[config.mk]
export PLATFORM = sky130hd
export DESIGN_NAME = dns_query_builder_core
export DESIGN_NICKNAME = d
export VERILOG_FILES = /design/src/rtl/core/dqb_pkg.sv /design/src/rtl/core/dns_query_builder_core.sv /design/src/rtl/core/dqb_ram.sv
export SDC_FILE = /design/constraint.sdc
export NUM_CORES = 1
export LEC_CHECK = 0
export BUFFER_PORTS_ARGS = -buffer_cell sky130_fd_sc_hd__buf_2
export CORE_MARGIN = 2
export CORE_UTILIZATION = 40
export CTS_CLUSTER_DIAMETER = 100
export DETAILED_ROUTE_END_ITERATION = 10
export GPL_ROUTABILITY_DRIVEN = 1
export PLACE_DENSITY_LB_ADDON = 0.25
export SLEW_MARGIN = 20
export SYNTH_ARGS = -nofsm -noshare
export SYNTH_HDL_FRONTEND = slang
export SYNTH_HIERARCHICAL = 1
export SYNTH_SLANG_ARGS = --single-unit
[constraint.sdc]
create_clock -name clk -period 9.8 [get_ports clk]
set_input_delay 0.49 -clock clk [delete_from_list [all_inputs] [get_ports clk]]
set_output_delay 0.49 -clock clk [all_outputs]
set_load 0.05 [all_outputs]
[src/rtl/core/dqb_pkg.sv]
// ----------------------------------------------------------------------------
// dqb_pkg
// Shared codes and constants of the DNS query builder.
// ----------------------------------------------------------------------------
package dqb_pkg;

  // input item kinds
  localparam logic [1:0] KIND_HEADER  = 2'd0;
  localparam logic [1:0] KIND_CHAR    = 2'd1;
  localparam logic [1:0] KIND_TRAILER = 2'd2;

  // error codes
  localparam logic [1:0] ERR_NONE     = 2'd0;
  localparam logic [1:0] ERR_LABEL    = 2'd1;
  localparam logic [1:0] ERR_OVERFLOW = 2'd2;

  localparam logic [7:0] DOT_CHAR     = 8'h2e;
  localparam logic [7:0] FLAGS_HI     = 8'h01;
  localparam logic [7:0] FLAGS_LO     = 8'h00;

  localparam int unsigned HEADER_BYTES  = 12;
  localparam int unsigned TRAILER_BYTES = 5;

  typedef logic [7:0] byte_t;

endpackage

[src/rtl/core/dns_query_builder_core.sv]
// ----------------------------------------------------------------------------
// dns_query_builder_core
// Encodes a DNS query message as a byte stream, one transaction per byte.
// ----------------------------------------------------------------------------
// channel | signals                                         | moves
// in      | in_valid/in_ready, kind .. query_class          | one item
// out     | out_valid/out_ready, out_byte .. error_code     | one message byte
//
// One item is in work at a time; in_ready is high only between items.
// A buffered name character is taken without output; a header, a trailer or a
// label flush is sent one byte a cycle through the output register while the
// output is not stalled, with label characters fetched through the RAM read
// port.
// Reset clears the pending label and message lengths and the error; the label RAM needs no clearing pass.
// A stalled output holds its byte and the sequencer waits.
// ----------------------------------------------------------------------------
module dns_query_builder_core #(
  parameter int MESSAGE_BYTES_MAX = 512,
  parameter int LABEL_CHARS_MAX   = 63
) (
  input  logic        clk,
  input  logic        rst,
  input  logic        in_valid,
  output logic        in_ready,
  input  logic [1:0]  kind,
  input  logic [15:0] message_id,
  input  logic [15:0] question_total,
  input  logic [7:0]  name_char,
  input  logic        name_end,
  input  logic [15:0] query_type,
  input  logic [15:0] query_class,
  output logic        out_valid,
  input  logic        out_ready,
  output logic [7:0]  out_byte,
  output logic [8:0]  byte_index,
  output logic        run_last,
  output logic [1:0]  error_code
);

  localparam int ML_W   = $clog2(MESSAGE_BYTES_MAX + 1);
  localparam int LL_W   = $clog2(LABEL_CHARS_MAX + 1);
  localparam int LA_W   = (LABEL_CHARS_MAX > 1) ? $clog2(LABEL_CHARS_MAX) : 1;
  localparam int STEP_W = (LL_W > 4) ? LL_W : 4;

  typedef enum logic [3:0] {
    ST_IDLE    = 4'b0001,
    ST_HEADER  = 4'b0010,
    ST_LABEL   = 4'b0100,
    ST_TRAILER = 4'b1000
  } state_t;

  state_t            state;
  logic [STEP_W-1:0] step;
  logic [LL_W-1:0]   pend_len;
  logic [LL_W-1:0]   flush_len;
  logic [ML_W-1:0]   msg_len;
  logic [1:0]        sticky;
  logic [15:0]       word_a;
  logic [15:0]       word_b;

  logic              accept;
  logic              emit;
  logic              last_byte;
  logic              overflow;
  logic              char_room;
  logic [LL_W-1:0]   pend_len_next;
  dqb_pkg::byte_t    byte_next;
  logic [1:0]        sticky_next;
  logic [8:0]        index_next;

  logic              wr_en;
  logic              rd_en;
  dqb_pkg::byte_t    rd_data;

  assign in_ready  = (state == ST_IDLE);
  assign accept    = in_valid && in_ready;
  assign emit      = (state != ST_IDLE) && (!out_valid || out_ready);
  assign char_room = (pend_len < LL_W'(LABEL_CHARS_MAX));
  assign pend_len_next = pend_len + LL_W'(1);

  assign wr_en = accept && (kind == dqb_pkg::KIND_CHAR) &&
                 (name_char != dqb_pkg::DOT_CHAR) && char_room;
  assign rd_en = emit && (state == ST_LABEL) && !last_byte;

  dqb_ram #(
    .WIDTH (8),
    .DEPTH (LABEL_CHARS_MAX)
  ) u_label_ram (
    .clk     (clk),
    .wr_en   (wr_en),
    .wr_addr (LA_W'(pend_len)),
    .wr_data (name_char),
    .rd_en   (rd_en),
    .rd_addr (LA_W'(step)),
    .rd_data (rd_data)
  );

  always_comb begin
    byte_next = '0;
    last_byte = 1'b0;
    unique case (state)
      ST_HEADER: begin
        last_byte = (step == STEP_W'(dqb_pkg::HEADER_BYTES - 1));
        unique case (step)
          STEP_W'(0): byte_next = word_a[15:8];
          STEP_W'(1): byte_next = word_a[7:0];
          STEP_W'(2): byte_next = dqb_pkg::FLAGS_HI;
          STEP_W'(3): byte_next = dqb_pkg::FLAGS_LO;
          STEP_W'(4): byte_next = word_b[15:8];
          STEP_W'(5): byte_next = word_b[7:0];
          default:    byte_next = '0;
        endcase
      end
      ST_LABEL: begin
        last_byte = (step == STEP_W'(flush_len));
        byte_next = (step == '0) ? 8'(flush_len) : rd_data;
      end
      ST_TRAILER: begin
        last_byte = (step == STEP_W'(dqb_pkg::TRAILER_BYTES - 1));
        unique case (step)
          STEP_W'(1): byte_next = word_a[15:8];
          STEP_W'(2): byte_next = word_a[7:0];
          STEP_W'(3): byte_next = word_b[15:8];
          STEP_W'(4): byte_next = word_b[7:0];
          default:    byte_next = '0;
        endcase
      end
      default: begin
        byte_next = '0;
        last_byte = 1'b0;
      end
    endcase
  end

  always_comb begin
    overflow    = (msg_len >= ML_W'(MESSAGE_BYTES_MAX));
    sticky_next = (overflow && (sticky == dqb_pkg::ERR_NONE)) ? dqb_pkg::ERR_OVERFLOW : sticky;
    index_next  = overflow ? '0 : 9'(msg_len);
  end

  always_ff @(posedge clk) begin
    if (rst) begin
      state     <= ST_IDLE;
      step      <= '0;
      pend_len  <= '0;
      msg_len   <= '0;
      sticky    <= dqb_pkg::ERR_NONE;
      out_valid <= 1'b0;
    end else begin
      if (out_valid && out_ready) begin
        out_valid <= 1'b0;
      end
      if (accept) begin
        step <= '0;
        unique case (kind)
          dqb_pkg::KIND_HEADER: begin
            msg_len   <= '0;
            pend_len  <= '0;
            sticky    <= dqb_pkg::ERR_NONE;
            word_a    <= message_id;
            word_b    <= question_total;
            state     <= ST_HEADER;
          end
          dqb_pkg::KIND_CHAR: begin
            if (name_char == dqb_pkg::DOT_CHAR) begin
              flush_len <= pend_len;
              pend_len  <= '0;
              state     <= ST_LABEL;
            end else begin
              if (char_room) begin
                pend_len <= pend_len_next;
              end else if (sticky == dqb_pkg::ERR_NONE) begin
                sticky <= dqb_pkg::ERR_LABEL;
              end
              if (name_end) begin
                flush_len <= char_room ? pend_len_next : pend_len;
                pend_len  <= '0;
                state     <= ST_LABEL;
              end
            end
          end
          dqb_pkg::KIND_TRAILER: begin
            pend_len  <= '0;
            word_a    <= query_type;
            word_b    <= query_class;
            state     <= ST_TRAILER;
          end
          default: begin
          end
        endcase
      end
      if (emit) begin
        out_valid <= 1'b1;
        sticky    <= sticky_next;
        if (!overflow) begin
          msg_len <= msg_len + ML_W'(1);
        end
        if (last_byte) begin
          state <= ST_IDLE;
        end else begin
          step <= step + STEP_W'(1);
        end
      end
    end
  end

  always_ff @(posedge clk) begin
    if (emit) begin
      out_byte   <= byte_next;
      byte_index <= index_next;
      run_last   <= last_byte;
      error_code <= sticky_next;
    end
  end

endmodule

[src/rtl/core/dqb_ram.sv]
// ----------------------------------------------------------------------------
// dqb_ram
// Generic single-write, single-read RAM with registered read data.
// ----------------------------------------------------------------------------
module dqb_ram #(
  parameter int WIDTH = 8,
  parameter int DEPTH = 64,
  localparam int ADDR_W = (DEPTH > 1) ? $clog2(DEPTH) : 1
) (
  input  logic              clk,
  input  logic              wr_en,
  input  logic [ADDR_W-1:0] wr_addr,
  input  logic [WIDTH-1:0]  wr_data,
  input  logic              rd_en,
  input  logic [ADDR_W-1:0] rd_addr,
  output logic [WIDTH-1:0]  rd_data
);

  logic [WIDTH-1:0] mem [DEPTH];

  always_ff @(posedge clk) begin
    if (wr_en) begin
      mem[wr_addr] <= wr_data;
    end
    if (rd_en) begin
      rd_data <= mem[rd_addr];
    end
  end

endmodule

==> reports/qor.txt <==
Status: finished, final reports clean
Worst-margin pin slew: 0.958 ns
TritonCTS Buffers: 61
Sink Count: 599
Clk root buf: clkbuf_16
Synth area leader: edfxtp_1
Area Overhead vs Synth: 13.9%
VDD IR max: 0.000149 V
Fin crit period: 4.08 ns
GRT overflow: 0
Vias per inst: 5.71
Crit path launch type: flip-flop
Share of layout cells above drive strength 1: 26.3%
Worst stage delay on the critical path: 0.86 ns
CTS resizes: 0
Vias after detailed routing: 13255
Final period util: 41.7%
Clk buf depth: 3
Netlist cell types: 72
Reg2Reg Depth: 8
Area contributors post-synth: edfxtp_1 70%, mux4_2 11%, dfxtp_1 2.4%
Post-CTS Setup Bufs: 0
Core area: 60500 sq um
Die area: 63300 sq um
Mapped cell area: 24500 sq um
Synth Flop Type: edfxtp_1
GPL Wtd Cong: 0.831
# setup viols final: 0
Die H: 252 um
Hold path depth: 2
EDFF count, synth: 570
Initial antenna violation count: 1
Worst Setup End Kind: flip-flop
Relative slew slack: 36.0%
DP HPWL: 36200 um
Final Hold Fails: 0
NumNets Final: 1573
Post-Syn Instances: 1379
Clock network power share: 42.5%
Cell Int Power: 4430 uW
Pre-CTS setup slack: 5.83 ns
CP Data Required Time: 10.04 ns
Worst-path cell chain: ha_1 > and3_1 > nand3_1 > nand2b_1 > nor2_1 > nor2b_1 > nand3_1 > nor2_1
Clk_lat worst skew: 0.65 ns
Clk slew on worst S/H paths: 0.06 ns
Sw Share: 22.2%
Max Slew Vio Count: 0
DR iter-0 viols: 1336
Fin Hold WS: 0.161 ns
Syn nets: 1465
Drt total wl: 58600 um
Fmax: 0.245 GHz
First-pass DRT Iterations: 5
DP Cell Count: 2206
N_diodes: 0
Class of the worst hold path: primary input to flip-flop
ANT nets after route: 0
Die Wd: 252 um
Slowest library cell on the worst path: nor2_1
Clk_skew: 0.0432 ns
Leakage power: 0.00868 uW
Max capacitance violation total: 0
Wire per inst: 25.3 um
Synthesized area per cell: 17.8 sq um
Yosys reg bits: 599
Ys Warns: 6
Sw Pwr: 1260 uW
Row count: 90
DRC Markers: 0
Initial Util: 40.6%
CP Class: flip-flop to flip-flop
IO buf count: 100
Final Instance Area: 27900 sq um
Setup TNS: 0 ns
Crit path DAT: 4.32 ns
Flop pwr share: 50.1%
Async SR Flop Fraction: 0%
Pwr Density: 204 nW/um^2
Cell Area, Placed: 25800 sq um
Logic gate share of total power: 7.4%
Part of the Yosys area used for sequential elements: 72.2%
Setup WS post-layout: 5.72 ns
H-Tree Depth: 2
Top Ports: 101
Tot GR Track Use: 18.5%
Post-CTS Hold Buffers: 0
Vias in the first global route: 13181
CTS tree: built
First-pass GRT wire length: 86600 um
Area share of the largest cell type after synthesis: 69.8%
Largest net degree at the start of global routing: 65
Max FO, Critical Path: 15
RSZ-0062 raised after global routing: no
Post-route insts no fill: 2321
logic make-up (layout without fill, tap and decap cells):
kind of cell	count (synthesis)	after routing	share of synthesized area, %
muxes	184	184	13.6
buffers and inverters	88	248	1.79
DFF	599	599	72.2
xor gates and xnor gates	6	6	0.214
adders and majority gates	7	7	0.357
and+or+nand+nor	296	296	6.06
AOI/OAI and AO/OA	199	199	5.84
cells in the mapped netlist (6+ instances only):
| cell | instances |
|---|---|
| o211ai_1 | 11 |
| and3_1 | 10 |
| a21oi_1 | 35 |
| mux4_2 | 115 |
| a221oi_1 | 12 |
| nor3_1 | 19 |
| nor2_1 | 106 |
| buf_2 | 11 |
| nor2b_1 | 20 |
| nand2b_1 | 13 |
| inv_1 | 13 |
| nand2_1 | 52 |
| mux2i_1 | 26 |
| mux2_2 | 43 |
| nand3b_1 | 9 |
| a22o_1 | 19 |
| o21ai_0 | 26 |
| clkbuf_1 | 45 |
| nand3_1 | 35 |
| o21ai_1 | 6 |
| a22oi_1 | 29 |
| a211oi_1 | 12 |
| edfxtp_1 | 570 |
| buf_6 | 8 |
| a31oi_1 | 8 |
| dfxtp_1 | 29 |
| ha_1 | 7 |
| buf_4 | 6 |
power groups by stage:
| stage | logic [uW] | registers (uW) | clock network (uW) |
|---|---|---|---|
| floorplan | 273 | 2930 | 0 |
| global placement | 423 | 2910 | 0 |
| detailed placement | 427 | 2910 | 0 |
| CTS | 429 | 2860 | 2480 |
| global route | 453 | 2860 | 2570 |
| finish | 421 | 2850 | 2420 |
metal layers:
layer,up-vias,track usage (%),part of all wire [%]
li1,5834,-,-
met2,509,28.6,46
met3,86,3.49,7.6
met4,0,6.28,2.8
met5,-,0,0
met1,6826,26.4,43
path summary, 6_finish.rpt:
kind / start / endpoint / slack (ns)
min reg2reg: sticky[0] / error_code[0] / 0.51
min: query_type[11] / word_a[11] / 0.16
max reg2reg: pend_len[0] / u_label_ram/mem[13][7] / 5.72
max: pend_len[0] / u_label_ram/mem[13][7] / 5.72
worst max-delay path, delay by kind of cell (launching register included):
family | cells | cell delay [ns]
and+or+nand+nor | 7 | 2.81
DFF | 1 | 0.51
adders and majority gates | 1 | 0.38
sequential cells by signal, indices dropped and copies added, names as in the netlist:
signal / count
u_label_ram/mem: 504
word_a: 16
word_b: 16
msg_len: 10
byte_index: 9
out_byte: 8
u_label_ram/rd_data: 8
flush_len: 6
pend_len: 6
step: 6
state: 4
error_code: 2
sticky: 2
out_valid: 1
run_last: 1
stage by stage:
stage                     util [%]  power (uW)
after floorplan                  -        3200
after global placement        42.6        3330
after detailed placement      42.7        3340
after CTS                     46.2        5760
after global routing          46.2        5880
final                         46.2        5700
cells in the final DEF (no fill, tap or decap), types with 25 or more instances in the layout:
cell type,n
a21oi_1,35
o21ai_0,26
clkbuf_16,62
mux2_2,43
mux4_2,115
nor2_1,106
nand2_1,52
nand3_1,35
mux2i_1,26
edfxtp_1,570
buf_2,100
dfxtp_1,25
a22oi_1,29
area by class of cell:
cell class                 instances  area (sq um)
clock inverter                    37           462
multi-input combinational        692          6420
inverter                          14          52.6
fill                            5118         32500
sequential                       599         17700
clock buffer                      78          1660
tap                              782           978
timing repair buffer             119           643
Note: power is estimated with default switching activity, not from simulation.
